`src/sv/cbm_pkg.sv`:
```
`timescale 1ns / 1ps
`default_nettype none

package cbm_pkg;

    localparam int ROM_ADDR_BITS_DEF = 20;
    localparam int PAGE_BYTES        = 32'h2000;
    localparam int ROM_SIZE_RESET    = 32768;

    localparam int OP_W      = 2;
    localparam int ADDR_W    = 16;
    localparam int DATA_W    = 8;
    localparam int TARGET_W  = 3;
    localparam int LOC_W     = 20;
    localparam int ACTION_W  = 3;
    localparam int CART_W    = 3;
    localparam int SIZE_W    = 21;
    localparam int CFG_IDX_W = 1;
    localparam int CFG_DATA_W = 21;

    // operations
    localparam logic [OP_W-1:0] OP_MEM_READ  = 2'd0;
    localparam logic [OP_W-1:0] OP_MEM_WRITE = 2'd1;
    localparam logic [OP_W-1:0] OP_IO_WRITE  = 2'd2;

    // targets
    localparam logic [TARGET_W-1:0] TGT_OPEN = 3'd0;
    localparam logic [TARGET_W-1:0] TGT_BOOT = 3'd1;
    localparam logic [TARGET_W-1:0] TGT_EXP  = 3'd2;
    localparam logic [TARGET_W-1:0] TGT_BASE = 3'd3;
    localparam logic [TARGET_W-1:0] TGT_ROM  = 3'd4;
    localparam logic [TARGET_W-1:0] TGT_PIN  = 3'd5;
    localparam logic [TARGET_W-1:0] TGT_SRAM = 3'd6;
    localparam logic [TARGET_W-1:0] TGT_NONE = 3'd7;

    // serial eeprom pin actions
    localparam logic [ACTION_W-1:0] ACT_NONE     = 3'd0;
    localparam logic [ACTION_W-1:0] ACT_CLK_LOW  = 3'd1;
    localparam logic [ACTION_W-1:0] ACT_CLK_HIGH = 3'd2;
    localparam logic [ACTION_W-1:0] ACT_DAT_LOW  = 3'd3;
    localparam logic [ACTION_W-1:0] ACT_DAT_HIGH = 3'd4;

    // cartridge types
    localparam logic [CART_W-1:0] CART_PLAIN      = 3'd0;
    localparam logic [CART_W-1:0] CART_HIGH_READ  = 3'd1;
    localparam logic [CART_W-1:0] CART_EEPROM     = 3'd2;
    localparam logic [CART_W-1:0] CART_SAVE_RAM   = 3'd3;
    localparam logic [CART_W-1:0] CART_SLOT_WRITE = 3'd4;

    // configuration register indexes
    localparam logic [CFG_IDX_W-1:0] REG_CART_TYPE = 1'd0;
    localparam logic [CFG_IDX_W-1:0] REG_ROM_SIZE  = 1'd1;

    // I/O ports
    localparam logic [ADDR_W-1:0] PORT_UPPER_RAM = 16'h0053;
    localparam logic [ADDR_W-1:0] PORT_LOWER_RAM = 16'h007f;

    // state updates produced by one decoded transaction
    typedef struct packed {
        logic       set_hi;     // bank 2 <= hi base, bank 3 <= hi base + 8K
        logic       set_one;    // bank[one_idx] <= one base
        logic [1:0] one_idx;
        logic       set_upper;
        logic       upper_val;
        logic       set_lower;
        logic       lower_val;
    } bank_upd_t;

endpackage

`default_nettype wire

```
`src/sv/cartridge_bank_mapper.sv`:
```
`timescale 1ns / 1ps
`default_nettype none

// Channel   Handshake              Payload
// -------   --------------------   ------------------------------------
// input     in_valid / in_ready    operation, address, write_data
// result    out_valid / out_ready  target, location, eeprom_action
// config    cfg_write              cfg_index, cfg_data
//
// One transaction per clock sustained while out_ready stays high; the result is registered
// after input acceptance (input register, then decode into result register).
// Bank and RAM-enable state updates when a transaction leaves the input register,
// so the next transaction decodes against it. Reset loads the plain-cart banks.
// A stalled result holds the input register; in_ready stays high while a free
// slot remains.

module cartridge_bank_mapper
    import cbm_pkg::*;
#(
    parameter int ROM_ADDR_BITS = ROM_ADDR_BITS_DEF
)
(
    input  wire logic                  clk,
    input  wire logic                  rst_n,
    input  wire logic                  cfg_write,
    input  wire logic [CFG_IDX_W-1:0]  cfg_index,
    input  wire logic [CFG_DATA_W-1:0] cfg_data,
    input  wire logic                  in_valid,
    output      logic                  in_ready,
    input  wire logic [OP_W-1:0]       operation,
    input  wire logic [ADDR_W-1:0]     address,
    input  wire logic [DATA_W-1:0]     write_data,
    output      logic                  out_valid,
    input  wire logic                  out_ready,
    output      logic [TARGET_W-1:0]   target,
    output      logic [LOC_W-1:0]      location,
    output      logic [ACTION_W-1:0]   eeprom_action
);

    logic                in_valid_reg;
    logic [OP_W-1:0]     op_reg;
    logic [ADDR_W-1:0]   addr_reg;
    logic [DATA_W-1:0]   data_reg;

    logic                out_valid_reg;
    logic [TARGET_W-1:0] target_reg;
    logic [LOC_W-1:0]    location_reg;
    logic [ACTION_W-1:0] action_reg;

    logic                advance;
    logic                in_xfer;

    logic [CART_W-1:0]        cart_type;
    logic [SIZE_W-1:0]        rom_size;
    logic [ROM_ADDR_BITS-1:0] bank [4];
    logic                     upper_on;
    logic                     lower_on;

    logic [TARGET_W-1:0]      dec_tgt;
    logic [LOC_W-1:0]         dec_loc;
    logic [ACTION_W-1:0]      dec_act;
    bank_upd_t                dec_upd;
    logic [ROM_ADDR_BITS-1:0] hi_base;
    logic [ROM_ADDR_BITS-1:0] one_base;

    assign advance  = in_valid_reg && (!out_valid_reg || out_ready);
    assign in_ready = !in_valid_reg || advance;
    assign in_xfer  = in_valid && in_ready;

    cbm_bank_regs #(
        .ROM_ADDR_BITS (ROM_ADDR_BITS)
    ) u_bank_regs (
        .clk       (clk),
        .rst_n     (rst_n),
        .cfg_write (cfg_write),
        .cfg_index (cfg_index),
        .cfg_data  (cfg_data),
        .step      (advance),
        .upd       (dec_upd),
        .hi_base   (hi_base),
        .one_base  (one_base),
        .cart_type (cart_type),
        .rom_size  (rom_size),
        .bank      (bank),
        .upper_on  (upper_on),
        .lower_on  (lower_on)
    );

    cbm_decode #(
        .ROM_ADDR_BITS (ROM_ADDR_BITS)
    ) u_decode (
        .op        (op_reg),
        .addr      (addr_reg),
        .data      (data_reg),
        .cart_type (cart_type),
        .rom_size  (rom_size),
        .bank      (bank),
        .upper_on  (upper_on),
        .lower_on  (lower_on),
        .tgt       (dec_tgt),
        .loc       (dec_loc),
        .act       (dec_act),
        .upd       (dec_upd),
        .hi_base   (hi_base),
        .one_base  (one_base)
    );

    always_ff @(posedge clk or negedge rst_n)
    begin
        if (!rst_n)
        begin
            in_valid_reg  <= 1'b0;
            out_valid_reg <= 1'b0;
        end
        else
        begin
            if (in_xfer)
            begin
                in_valid_reg <= 1'b1;
            end
            else if (advance)
            begin
                in_valid_reg <= 1'b0;
            end

            if (advance)
            begin
                out_valid_reg <= 1'b1;
            end
            else if (out_ready)
            begin
                out_valid_reg <= 1'b0;
            end
        end
    end

    // payload registers: load on transfer only
    always_ff @(posedge clk)
    begin
        if (in_xfer)
        begin
            op_reg   <= operation;
            addr_reg <= address;
            data_reg <= write_data;
        end
        if (advance)
        begin
            target_reg   <= dec_tgt;
            location_reg <= dec_loc;
            action_reg   <= dec_act;
        end
    end

    assign out_valid     = out_valid_reg;
    assign target        = target_reg;
    assign location      = location_reg;
    assign eeprom_action = action_reg;

endmodule

`default_nettype wire

```
`src/sv/cbm_bank_regs.sv`:
```
`timescale 1ns / 1ps
`default_nettype none

module cbm_bank_regs
    import cbm_pkg::*;
#(
    parameter int ROM_ADDR_BITS = ROM_ADDR_BITS_DEF
)
(
    input  wire logic                     clk,
    input  wire logic                     rst_n,
    input  wire logic                     cfg_write,
    input  wire logic [CFG_IDX_W-1:0]     cfg_index,
    input  wire logic [CFG_DATA_W-1:0]    cfg_data,
    input  wire logic                     step,
    input  wire bank_upd_t                upd,
    input  wire logic [ROM_ADDR_BITS-1:0] hi_base,
    input  wire logic [ROM_ADDR_BITS-1:0] one_base,
    output      logic [CART_W-1:0]        cart_type,
    output      logic [SIZE_W-1:0]        rom_size,
    output      logic [ROM_ADDR_BITS-1:0] bank [4],
    output      logic                     upper_on,
    output      logic                     lower_on
);

    localparam logic [ROM_ADDR_BITS-1:0] PAGE = ROM_ADDR_BITS'(PAGE_BYTES);

    logic [CART_W-1:0]        cart_type_reg;
    logic [SIZE_W-1:0]        rom_size_reg;
    logic [ROM_ADDR_BITS-1:0] bank_reg [4];
    logic                     upper_reg;
    logic                     lower_reg;

    logic [CART_W-1:0]        new_type;
    logic [SIZE_W-1:0]        new_size;
    logic [SIZE_W:0]          size_less_2p;
    logic [SIZE_W:0]          size_less_1p;
    logic [ROM_ADDR_BITS-1:0] load_bank [4];

    // reload values for a cart start, from the register values being written
    always_comb
    begin
        new_type = (cfg_index == REG_CART_TYPE) ? cfg_data[CART_W-1:0] : cart_type_reg;
        new_size = (cfg_index == REG_ROM_SIZE) ? cfg_data[SIZE_W-1:0] : rom_size_reg;
        size_less_2p = {1'b0, new_size} - (SIZE_W+1)'(2 * PAGE_BYTES);
        size_less_1p = {1'b0, new_size} - (SIZE_W+1)'(PAGE_BYTES);
        if (new_type == CART_HIGH_READ)
        begin
            load_bank[0] = size_less_2p[ROM_ADDR_BITS-1:0];
            load_bank[1] = size_less_1p[ROM_ADDR_BITS-1:0];
            load_bank[2] = '0;
            load_bank[3] = PAGE;
        end
        else if (new_type == CART_SLOT_WRITE)
        begin
            load_bank[0] = PAGE;
            load_bank[1] = ROM_ADDR_BITS'(2 * PAGE_BYTES);
            load_bank[2] = ROM_ADDR_BITS'(3 * PAGE_BYTES);
            load_bank[3] = '0;
        end
        else
        begin
            load_bank[0] = '0;
            load_bank[1] = PAGE;
            load_bank[2] = ROM_ADDR_BITS'(2 * PAGE_BYTES);
            load_bank[3] = ROM_ADDR_BITS'(3 * PAGE_BYTES);
        end
    end

    always_ff @(posedge clk or negedge rst_n)
    begin
        if (!rst_n)
        begin
            cart_type_reg <= CART_PLAIN;
            rom_size_reg  <= SIZE_W'(ROM_SIZE_RESET);
            bank_reg[0]   <= '0;
            bank_reg[1]   <= PAGE;
            bank_reg[2]   <= ROM_ADDR_BITS'(2 * PAGE_BYTES);
            bank_reg[3]   <= ROM_ADDR_BITS'(3 * PAGE_BYTES);
            upper_reg     <= 1'b0;
            lower_reg     <= 1'b0;
        end
        else if (cfg_write)
        begin
            cart_type_reg <= new_type;
            rom_size_reg  <= new_size;
            bank_reg      <= load_bank;
            upper_reg     <= (new_type == CART_SLOT_WRITE);
            lower_reg     <= 1'b0;
        end
        else if (step)
        begin
            if (upd.set_hi)
            begin
                bank_reg[2] <= hi_base;
                bank_reg[3] <= hi_base + PAGE;
            end
            if (upd.set_one)
            begin
                bank_reg[upd.one_idx] <= one_base;
            end
            if (upd.set_upper)
            begin
                upper_reg <= upd.upper_val;
            end
            if (upd.set_lower)
            begin
                lower_reg <= upd.lower_val;
            end
        end
    end

    assign cart_type = cart_type_reg;
    assign rom_size  = rom_size_reg;
    assign bank      = bank_reg;
    assign upper_on  = upper_reg;
    assign lower_on  = lower_reg;

endmodule

`default_nettype wire

```
`src/sv/cbm_decode.sv`:
```
`timescale 1ns / 1ps
`default_nettype none

module cbm_decode
    import cbm_pkg::*;
#(
    parameter int ROM_ADDR_BITS = ROM_ADDR_BITS_DEF
)
(
    input  wire logic [OP_W-1:0]          op,
    input  wire logic [ADDR_W-1:0]        addr,
    input  wire logic [DATA_W-1:0]        data,
    input  wire logic [CART_W-1:0]        cart_type,
    input  wire logic [SIZE_W-1:0]        rom_size,
    input  wire logic [ROM_ADDR_BITS-1:0] bank [4],
    input  wire logic                     upper_on,
    input  wire logic                     lower_on,
    output      logic [TARGET_W-1:0]      tgt,
    output      logic [LOC_W-1:0]         loc,
    output      logic [ACTION_W-1:0]      act,
    output      bank_upd_t                upd,
    output      logic [ROM_ADDR_BITS-1:0] hi_base,
    output      logic [ROM_ADDR_BITS-1:0] one_base
);

    localparam logic [ROM_ADDR_BITS-1:0] PAGE = ROM_ADDR_BITS'(PAGE_BYTES);

    logic [SIZE_W:0]          size_up;
    logic [8:0]               pages;
    logic [ADDR_W-1:0]        mega_mask;
    logic [ADDR_W+13:0]       mega_shift;
    logic [ROM_ADDR_BITS-1:0] mega_base;
    logic                     mega_sel;
    logic [1:0]               slot;
    logic [ROM_ADDR_BITS-1:0] sel_bank;
    logic [ROM_ADDR_BITS-1:0] plain_off;
    logic [SIZE_W:0]          op_off;
    logic [SIZE_W:0]          rom_end;
    logic                     beyond_rom;
    logic [SIZE_W-1:0]        plain_wide;
    logic [SIZE_W-1:0]        op_wide;

    always_comb
    begin
        // 16K bank select on high reads, mask kept in 16 bits
        size_up    = {1'b0, rom_size} + (SIZE_W+1)'(PAGE_BYTES - 1);
        pages      = size_up[SIZE_W:13];
        mega_mask  = ADDR_W'(pages[8:1]) - ADDR_W'(1);
        mega_shift = {addr & mega_mask, 14'b0};
        mega_base  = ROM_ADDR_BITS'(mega_shift);
        mega_sel   = (op == OP_MEM_READ) && (cart_type == CART_HIGH_READ)
                     && (addr >= 16'hffc0);

        // slot-write carts rotate the slot order by one
        slot = (cart_type == CART_SLOT_WRITE) ? (addr[14:13] - 2'd1) : addr[14:13];
        if (mega_sel && slot == 2'd2)
        begin
            sel_bank = mega_base;
        end
        else if (mega_sel && slot == 2'd3)
        begin
            sel_bank = mega_base + PAGE;
        end
        else
        begin
            sel_bank = bank[slot];
        end

        plain_off  = sel_bank + ROM_ADDR_BITS'(addr[12:0]);
        op_off     = (SIZE_W+1)'(sel_bank) + (SIZE_W+1)'(addr[12:0]);
        rom_end    = {1'b0, rom_size} + (SIZE_W+1)'(16'h8000);
        beyond_rom = ((SIZE_W+1)'(addr) >= rom_end);
        plain_wide = SIZE_W'(plain_off);
        op_wide    = SIZE_W'(op_off[ROM_ADDR_BITS-1:0]);
    end

    always_comb
    begin
        tgt      = TGT_NONE;
        loc      = '0;
        act      = ACT_NONE;
        upd      = '0;
        hi_base  = mega_base;
        one_base = ROM_ADDR_BITS'({data[3:0], 13'b0});

        unique case (op)
            OP_MEM_READ:
            begin
                priority if (lower_on && addr < 16'h2000)
                begin
                    tgt = TGT_EXP;
                    loc = LOC_W'(addr);
                end
                else if (addr < 16'h2000)
                begin
                    tgt = TGT_BOOT;
                    loc = LOC_W'(addr);
                end
                else if (upper_on && addr < 16'h8000)
                begin
                    tgt = TGT_EXP;
                    loc = LOC_W'(addr);
                end
                else if (addr < 16'h6000)
                begin
                    tgt = TGT_OPEN;
                end
                else if (addr < 16'h8000)
                begin
                    tgt = TGT_BASE;
                    loc = LOC_W'(addr[9:0]);
                end
                else if (cart_type == CART_EEPROM && addr == 16'hff80)
                begin
                    tgt = TGT_PIN;
                end
                else if (cart_type == CART_SAVE_RAM && addr >= 16'he000)
                begin
                    tgt = TGT_SRAM;
                    loc = LOC_W'(addr[10:0]);
                end
                else if (cart_type == CART_SLOT_WRITE)
                begin
                    if (op_off < (SIZE_W+1)'(rom_size))
                    begin
                        tgt = TGT_ROM;
                        loc = op_wide[LOC_W-1:0];
                    end
                    else
                    begin
                        tgt = TGT_OPEN;
                    end
                end
                else
                begin
                    upd.set_hi = mega_sel;
                    if (beyond_rom)
                    begin
                        tgt = TGT_OPEN;
                    end
                    else
                    begin
                        tgt = TGT_ROM;
                        loc = plain_wide[LOC_W-1:0];
                    end
                end
            end

            OP_MEM_WRITE:
            begin
                priority if (lower_on && addr < 16'h2000)
                begin
                    tgt = TGT_EXP;
                    loc = LOC_W'(addr);
                end
                else if (upper_on && addr >= 16'h2000 && addr < 16'h8000)
                begin
                    tgt = TGT_EXP;
                    loc = LOC_W'(addr);
                end
                else if (addr >= 16'h6000 && addr < 16'h8000)
                begin
                    tgt = TGT_BASE;
                    loc = LOC_W'(addr[9:0]);
                end
                else if (cart_type == CART_EEPROM)
                begin
                    unique case (addr)
                        16'hff90:
                        begin
                            upd.set_hi = 1'b1;
                            hi_base    = ROM_ADDR_BITS'(2 * PAGE_BYTES);
                        end
                        16'hffa0:
                        begin
                            upd.set_hi = 1'b1;
                            hi_base    = ROM_ADDR_BITS'(4 * PAGE_BYTES);
                        end
                        16'hffb0:
                        begin
                            upd.set_hi = 1'b1;
                            hi_base    = ROM_ADDR_BITS'(6 * PAGE_BYTES);
                        end
                        16'hffc0:
                        begin
                            tgt = TGT_PIN;
                            act = ACT_CLK_LOW;
                        end
                        16'hffd0:
                        begin
                            tgt = TGT_PIN;
                            act = ACT_CLK_HIGH;
                        end
                        16'hffe0:
                        begin
                            tgt = TGT_PIN;
                            act = ACT_DAT_LOW;
                        end
                        16'hfff0:
                        begin
                            tgt = TGT_PIN;
                            act = ACT_DAT_HIGH;
                        end
                        default:
                        begin
                            tgt = TGT_NONE;
                        end
                    endcase
                end
                else if (cart_type == CART_SAVE_RAM && addr >= 16'he000)
                begin
                    tgt = TGT_SRAM;
                    loc = LOC_W'(addr[10:0]);
                end
                else if (cart_type == CART_SLOT_WRITE && addr >= 16'hfffc)
                begin
                    upd.set_one = 1'b1;
                    upd.one_idx = addr[1:0];
                end
                else
                begin
                    tgt = TGT_NONE;
                end
            end

            OP_IO_WRITE:
            begin
                // full 16-bit port compare
                if (addr == PORT_UPPER_RAM)
                begin
                    upd.set_upper = 1'b1;
                    upd.upper_val = data[0];
                end
                else if (addr == PORT_LOWER_RAM)
                begin
                    upd.set_lower = 1'b1;
                    upd.lower_val = ~data[1];
                end
            end

            default:
            begin
                tgt = TGT_NONE;
            end
        endcase
    end

endmodule

`default_nettype wire

```
`config.mk`:
```
export PLATFORM = sky130hd
export DESIGN_NAME = cartridge_bank_mapper
export DESIGN_NICKNAME = d
export VERILOG_FILES = /design/src/sv/cbm_pkg.sv /design/src/sv/cartridge_bank_mapper.sv /design/src/sv/cbm_bank_regs.sv /design/src/sv/cbm_decode.sv
export SDC_FILE = /design/constraint.sdc
export NUM_CORES = 1
export LEC_CHECK = 0
export BUFFER_PORTS_ARGS = -buffer_cell sky130_fd_sc_hd__buf_2
export CORE_MARGIN = 2
export CORE_UTILIZATION = 50
export CTS_BUF_LIST = sky130_fd_sc_hd__clkbuf_2
export DETAILED_ROUTE_END_ITERATION = 7
export GPL_TIMING_DRIVEN = 1
export PLACE_DENSITY = 0.71
export REMOVE_ABC_BUFFERS = 1
export SETUP_SLACK_MARGIN = 0.5
export SKIP_CTS_REPAIR_TIMING = 1
export SLEW_MARGIN = 10
export SYNTH_ARGS = -nofsm -noshare
export SYNTH_HDL_FRONTEND = slang
export SYNTH_SLANG_ARGS = --single-unit
```
`constraint.sdc`:
```
create_clock -name clk -period 6.4 [get_ports clk]
set_clock_uncertainty 0.15 [all_clocks]
set_input_delay 1.6 -clock clk [delete_from_list [all_inputs] [get_ports clk]]
set_output_delay 1.6 -clock clk [all_outputs]
set_load 0.005 [all_outputs]
```
==> results of run 1 <==
-- cell usage in the layout, fill, tap and decap left out, drive strengths merged, types with 19 or more instances in the layout --
master / instances
a21o: 33
nand3: 19
dfrtp: 103
ha: 56
and2: 37
mux2: 25
o21ai: 42
nor2: 67
a21oi: 50
buf: 109
nand2: 78
xnor2: 23
inv: 55
mux2i: 38
edfxtp: 48
-- how the worst min path moves through the flow --
stage,from,cells after the start,endpoint
after global placement,u_bank_regs.bank[53]$_DFFE_PN1P_,2,u_bank_regs.bank[53]$_DFFE_PN1P_
after global routing,u_bank_regs.bank[53]$_DFFE_PN1P_,2,u_bank_regs.bank[53]$_DFFE_PN1P_
final,u_bank_regs.bank[53]$_DFFE_PN1P_,2,u_bank_regs.bank[53]$_DFFE_PN1P_
after CTS,u_bank_regs.bank[53]$_DFFE_PN1P_,2,u_bank_regs.bank[53]$_DFFE_PN1P_
after detailed placement,u_bank_regs.bank[53]$_DFFE_PN1P_,2,u_bank_regs.bank[53]$_DFFE_PN1P_
after floorplan,u_bank_regs.bank[53]$_DFFE_PN1P_,2,u_bank_regs.bank[53]$_DFFE_PN1P_
-- routing by layer --
| layer | track usage (%) | vias up |
|---|---|---|
| li1 | - | 3546 |
| met1 | 36.5 | 3761 |
| met2 | 40.1 | 298 |
| met3 | 4.95 | 63 |
| met4 | 8.60 | 0 |
| met5 | 0 | - |
-- power breakdown --
| part | total, W | internal [W] | switching (W) | leakage (nW) |
|---|---|---|---|---|
| clock network | 0.000592 | 0.000167 | 0.000425 | 0.158 |
| logic | 0.000587 | 0.000254 | 0.000333 | 3.01 |
| registers | 0.00118 | 0.00110 | 0.0000768 | 1.88 |
| total | 0.00236 | 0.00152 | 0.000835 | 5.06 |
-- area by class of cell --
type | count | area (um^2)
clock buffers | 17 | 85.1
repair buffers | 109 | 651
flip-flops and latches | 156 | 4150
diodes | 1 | 2.50
multi-input cells | 683 | 5330
fillers | 1597 | 7920
clock inverters | 15 | 168
inverters | 44 | 165
well taps | 234 | 293
-- through the flow --
step	instances	cell area (um^2)	power, W
2_1_floorplan	882	9380	0.00152
3_5_place_dp	1213	10200	0.00173
3_3_place_gp	1213	10200	0.00171
4_1_cts	1245	10500	0.00231
5_1_grt	1259	10800	0.00248
6_report	1259	10800	0.00236
-- Yosys cell counts, types with 8 or more instances --
cell type / number
nand2_1: 77
xor2_1: 10
nor2_1: 66
inv_1: 43
nand4_1: 9
clkbuf_1: 26
nor3_1: 13
nand3_1: 17
buf_2: 11
o21a_1: 16
dfrtp_1: 103
ha_1: 56
and2_1: 29
a22o_1: 11
mux2_2: 24
a211oi_1: 12
edfxtp_1: 48
xnor2_1: 22
mux4_2: 15
mux2i_1: 38
a31oi_1: 8
and3_1: 16
nand2b_1: 9
o21ai_0: 40
nor4_1: 9
a21o_1: 33
a21oi_1: 48
-- cell families after synthesis --
logic type | count (synthesis) | share of synthesized area, %
multiplexers | 79 | 10.7
flip-flops | 156 | 43.3
AO/OA/AOI/OAI | 217 | 15.4
AND/OR/NAND/NOR | 296 | 16.1
XOR/XNOR | 33 | 3.10
buffers and inverters | 88 | 3.79
adder cells (fa/ha/maj) | 57 | 7.53
-- critical path: cells and delay by family (launching register included) --
| kind | cells | cell delay [ns] |
|---|---|---|
| xor gates and xnor gates | 2 | 0.39 |
| AOI/OAI and AO/OA | 7 | 1.50 |
| buffers and inverters | 4 | 0.56 |
| muxes | 2 | 0.73 |
| DFF | 1 | 0.50 |
| and+or+nand+nor | 7 | 1.19 |
| adders and majority gates | 3 | 0.60 |
==> reports/results.tsv, run 1 <==
stage	metric	value	unit
route	WL met3	1530	um
cts	Clock Latency Late Sink	0.80	ns
timing	RSZ-0062 raised after global routing	yes	
route	Highest Signal Layer	met4	
route	drt first pass iters	5	
timing	post-layout min period	5.83	ns
layout	layout cells sized above 1	24.5	%
synth	Mapped Area	0.00958	mm^2
floorplanning	die area	0.0203	mm^2
floorplanning	initial core utilization	51.0	%
setup_path	Worst R2R Setup Slack	0.57	ns
layout	max FFs per register	80	
setup_path	Worst setup EP type	register	
cts	H-tree depth	4	
cts	clock tree buffer depth	2	
route	wl on met1	11700	um
route	Post-Route WL	25600	um
route	met2 wire length	11600	um
setup_path	FF-to-FF End	location[19]$_SDFFCE_PN0P_	
setup_path	reg-to-reg critical path startpoint	u_bank_regs.cart_type[0]$_DFFE_PN0P_	
placement	routability congestion estimate	0.965	
worst_hold_path	worst hold path type	reg2reg	
setup_path	startpoint types	register	
run_status	status	finished, final reports clean	
synth	Yosys reg bits	156	
job	max-cap check violation count	0	
cts	clock slew at reported path FFs	0.28	ns
synth	proportion of netlist area held by the largest area contributor	26.9	%
timing	Fin Setup TNS	0	ns
setup_path	Setup CP Type	reg2reg	
route	DR vias	7668	
cts	CTS Root Cell	clkbuf_2	
floorplanning	core area	0.0188	mm^2
grt	total grt overflow	0	
route	vias per std cell	6.09	
pwr	P_leak	5.06	nW
timing	Final Cycle Share	91.1	%
cts	CTS tree	built	
placement	DP Worst Slack	0.102	ns
setup_path	crit-path max FO	6	
setup_path	most frequent CP cell	o31a_1	
grt	first-pass GRT wire length	40200	um
placement	DP HPWL	18600	um
grt	initial antenna violation count	1	
pwr	pwr dens	217	mW/mm^2
setup_path	CP max stage cell	mux4_2	
setup_path	Critical Path RT	6.85	ns
timing	max_slew headroom	22.6	%
route	Remaining DRCs	0	
setup_path	Worst Setup SP	u_bank_regs.cart_type[0]$_DFFE_PN0P_	
grt	vias in the first global route	7435	
floorplanning	io pins	81	
route	DR WL/cell	20.3	um
synth	Async SR Flop Fraction	69.2	%
timing	max-slew violations	0	
layout	Final Util	57.8	%
synth	Most used DFF post-synth	dfrtp_1	
grt	largest net degree at the start of global routing	69	
synth	Area contributors post-synth	dfrtp_1, edfxtp_1, ha_1	
timing	Setup WS post-layout	0.570	ns
grt	GRT Overall Usage	25.8	%
timing	final hold vios	0	
timing	Least-Margin Pin Slew	1.16	ns
synth	Synth area leader	dfrtp_1	
synth	Avg Cell Area, Syn	10.3	um^2
layout	synth-to-layout area growth	13.3	%
floorplanning	Die X	142	um
synth	Netlist cell types	80	
timing	fmax	0.172	GHz
synth	Synth Warn #	0	
setup_path	worst stage delay on the critical path	0.51	ns
synth	post-synthesis sequential area ratio	43.3	%
floorplanning	die height	142	um
floorplanning	Rows	50	
cts	CTS Sinks	156	
timing	final setup violating endpoints	0	
setup_path	R2R cell count	25	
layout	# nets final	1121	
route	initial DRC count	630	
setup_path	Critical Path Sink	location[19]$_SDFFCE_PN0P_	
synth	Post-synth EDFFs	48	
cts	CTS Buf Count	17	
placement	port bufs	76	
pwr	peak supply drop	0.000108	V
route	Antenna Violating Nets Remaining	0	
timing	Min Hold Slack	0.331	ns
synth	Cells after Synth	926	
setup_path	CP arrival	6.28	ns
Note: power is estimated with default switching activity, not from simulation.
==> run 2: changes to the inputs <==
--- a/config.mk
+++ b/config.mk
@@ -6,12 +6,14 @@
 export NUM_CORES = 1
 export LEC_CHECK = 0
 export BUFFER_PORTS_ARGS = -buffer_cell sky130_fd_sc_hd__buf_2
+export CELL_PAD_IN_SITES_DETAIL_PLACEMENT = 1
+export CELL_PAD_IN_SITES_GLOBAL_PLACEMENT = 1
 export CORE_MARGIN = 2
-export CORE_UTILIZATION = 50
+export CORE_UTILIZATION = 45
 export CTS_BUF_LIST = sky130_fd_sc_hd__clkbuf_2
 export DETAILED_ROUTE_END_ITERATION = 7
 export GPL_TIMING_DRIVEN = 1
-export PLACE_DENSITY = 0.71
+export PLACE_DENSITY_LB_ADDON = 0.1
 export REMOVE_ABC_BUFFERS = 1
 export SETUP_SLACK_MARGIN = 0.5
 export SKIP_CTS_REPAIR_TIMING = 1
==> run 2 against run 1 <==
  * Sequential cell count did not move
  * Worst hold slack improved by 0.016 ns
  * Cell count rose by 5.6%
  * Fmax fell by 4.9%
  * Clock power rose by 6.1%
  * Die area rose by 11%
  * Worst setup slack got worse by 0.30 ns
  * Non-clock buffer count rose by 31
  * Critical path type unchanged
==> reports/results.tsv, run 2 (synthesis results as in run 1) <==
stage	metric	value	unit
setup_path	Worst R2R Setup Slack	0.27	ns
pwr	internal power	0.00151	W
placement	DP Worst Slack	0.134	ns
setup_path	Worst setup EP type	register	
floorplanning	die area	0.0225	mm^2
grt	initial antenna violation count	1	
cts	H-tree depth	4	
cts	Clock Latency Late Sink	0.85	ns
floorplanning	Rows	53	
timing	post-layout min period	6.13	ns
setup_path	Critical Path Sink	location[1]$_SDFFCE_PN0P_	
cts	CTS Root Cell	clkbuf_2	
placement	DP HPWL	21500	um
layout	most frequent cells in the layout	dfrtp_1, nand2_1, buf_2	
timing	final setup violating endpoints	0	
route	Post-Route WL	30000	um
cts	CTS Buf Count	17	
route	drt first pass iters	5	
setup_path	reg-to-reg critical path startpoint	addr_reg[14]$_DFFE_PP_	
grt	GRT Overall Usage	26.7	%
setup_path	Crit. path cell count	28	
pwr	Clock power frac	25.9	%
grt	total grt overflow	0	
setup_path	worst stage delay on the critical path	0.51	ns
route	Antenna Violating Nets Remaining	0	
cts	clock slew at reported path FFs	0.29	ns
cts	CTS Sinks	156	
setup_path	startpoint types	register	
layout	multi-input combinational cell area	0.00529	mm^2
floorplanning	Die X	150	um
timing	Least-Margin Pin Slew	1.16	ns
timing	fmax	0.163	GHz
floorplanning	initial core utilization	45.7	%
grt	largest net degree at the start of global routing	58	
pwr	sw frac	37.6	%
pwr	P_leak	5.22	nW
layout	synth-to-layout area growth	16.7	%
layout	# nets final	1151	
layout	layout cells sized above 1	26.8	%
pwr	Comb pwr share	25.6	%
setup_path	critical path buffer and inverter count	8	
floorplanning	die height	150	um
layout	most common cell after layout, fill and taps aside	dfrtp_1	
placement	port bufs	76	
layout	Register Area	0.00415	mm^2
cts	clock tree buffer depth	2	
timing	max-slew violations	0	
floorplanning	io pins	81	
setup_path	R2R cell count	28	
setup_path	Critical Path RT	6.85	ns
setup_path	most frequent CP cell	buf_4	
pwr	peak supply drop	0.0000878	V
timing	Final Cycle Share	95.8	%
setup_path	crit-path max FO	7	
timing	max_slew headroom	22.3	%
pwr	pwr dens	217	mW/mm^2
timing	Min Hold Slack	0.347	ns
route	Remaining DRCs	0	
job	max-cap check violation count	0	
run_status	status	finished, final reports clean	
setup_path	CP arrival	6.58	ns
pwr	net switching power	0.000911	W
setup_path	Worst Setup SP	addr_reg[14]$_DFFE_PP_	
setup_path	Setup CP Type	reg2reg	
timing	RSZ-0062 raised after global routing	yes	
layout	max FFs per register	80	
placement	routability congestion estimate	0.882	
grt	first-pass GRT wire length	45200	um
route	initial DRC count	526	
setup_path	FF-to-FF End	location[1]$_SDFFCE_PN0P_	
worst_hold_path	worst hold path type	reg2reg	
setup_path	CP max stage cell	edfxtp_1	
route	DR WL/cell	22.5	um
floorplanning	core area	0.0210	mm^2
pwr	Flop pwr share	48.5	%
cts	CTS tree	built	
layout	fillers	2356	
grt	vias in the first global route	7936	
setup_path	delay-heaviest family, CP	compound AO/OA/AOI/OAI gates	
timing	final hold vios	0	
route	DR vias	7845	
timing	Setup WS post-layout	0.268	ns
route	vias per std cell	5.90	
==> run 2: changes by cell type in the layout (fill, tap and decap cells not counted), moves of 3 or more <==
cell      previous run  this run
buf_4               31        55
clkinv_8             1         5
clkinv_4             0         3
and2_1              27        24
and2_4               9        12
buf_6                2         6
==> run 2: per-layer routing <==
layer	vias up	track usage, %	part of all wire, %
met5	-	0	0
met4	0	5.85	1.2
met3	27	4.63	4.6
met2	212	42.1	47
met1	4000	38.8	48
li1	3606	-	-
==> run 2: how the worst min path moves through the flow <==
| stage | slack [ns] | endpoint | depth (start not counted) | start |
|---|---|---|---|---|
| global route | 0.36 | u_bank_regs.bank[53]$_DFFE_PN1P_ | 2 | u_bank_regs.bank[53]$_DFFE_PN1P_ |
| CTS | 0.34 | u_bank_regs.bank[53]$_DFFE_PN1P_ | 2 | u_bank_regs.bank[53]$_DFFE_PN1P_ |
| finish | 0.35 | u_bank_regs.bank[53]$_DFFE_PN1P_ | 2 | u_bank_regs.bank[53]$_DFFE_PN1P_ |
| global placement | 0.30 | u_bank_regs.bank[53]$_DFFE_PN1P_ | 2 | u_bank_regs.bank[53]$_DFFE_PN1P_ |
| floorplan | 0.29 | u_bank_regs.bank[53]$_DFFE_PN1P_ | 2 | u_bank_regs.bank[53]$_DFFE_PN1P_ |
| detailed placement | 0.31 | u_bank_regs.bank[53]$_DFFE_PN1P_ | 2 | u_bank_regs.bank[53]$_DFFE_PN1P_ |
==> run 2: power by group through the flow <==
stage	Sequential, W	Clock [W]	Combinational [W]
floorplan	0.00117	0	0.000353
global placement	0.00119	0	0.000558
detailed placement	0.00119	0	0.000574
CTS	0.00117	0.000636	0.000577
global route	0.00118	0.000673	0.000683
finish	0.00117	0.000628	0.000620
==> run 2: metrics by stage <==
step / util, % / TNS [ns] / instance area, um^2 / total power [W] / std cells
5_1_grt: 53.3 / 0 / 11200 / 0.00254 / 1330
4_1_cts: 51.2 / 0 / 10700 / 0.00239 / 1305
6_report: 53.3 / 0 / 11200 / 0.00242 / 1330
2_1_floorplan: - / -3.58 / 9380 / 0.00152 / 882
3_3_place_gp: 49.9 / 0 / 10500 / 0.00175 / 1273
3_5_place_dp: 49.9 / 0 / 10500 / 0.00176 / 1273
==> run 2: area by class of cell <==
class                           instances  share of cell area, %
Multi-Input combinational cell        682                   47.4
Tap cell                              275                   3.08
Antenna cell                            1                 0.0224
Inverter                               44                   1.48
Timing Repair Buffer                  140                   8.42
Sequential cell                       156                   37.2
Clock buffer                           17                  0.762
Clock inverter                         15                   1.69
==> run 2: worst min-delay path, delay by kind of cell (launching register included) <==
family	cells	cell delay [ns]
AO/OA/AOI/OAI	1	0.06
flip-flops	1	0.44
buffers and inverters	1	0.05
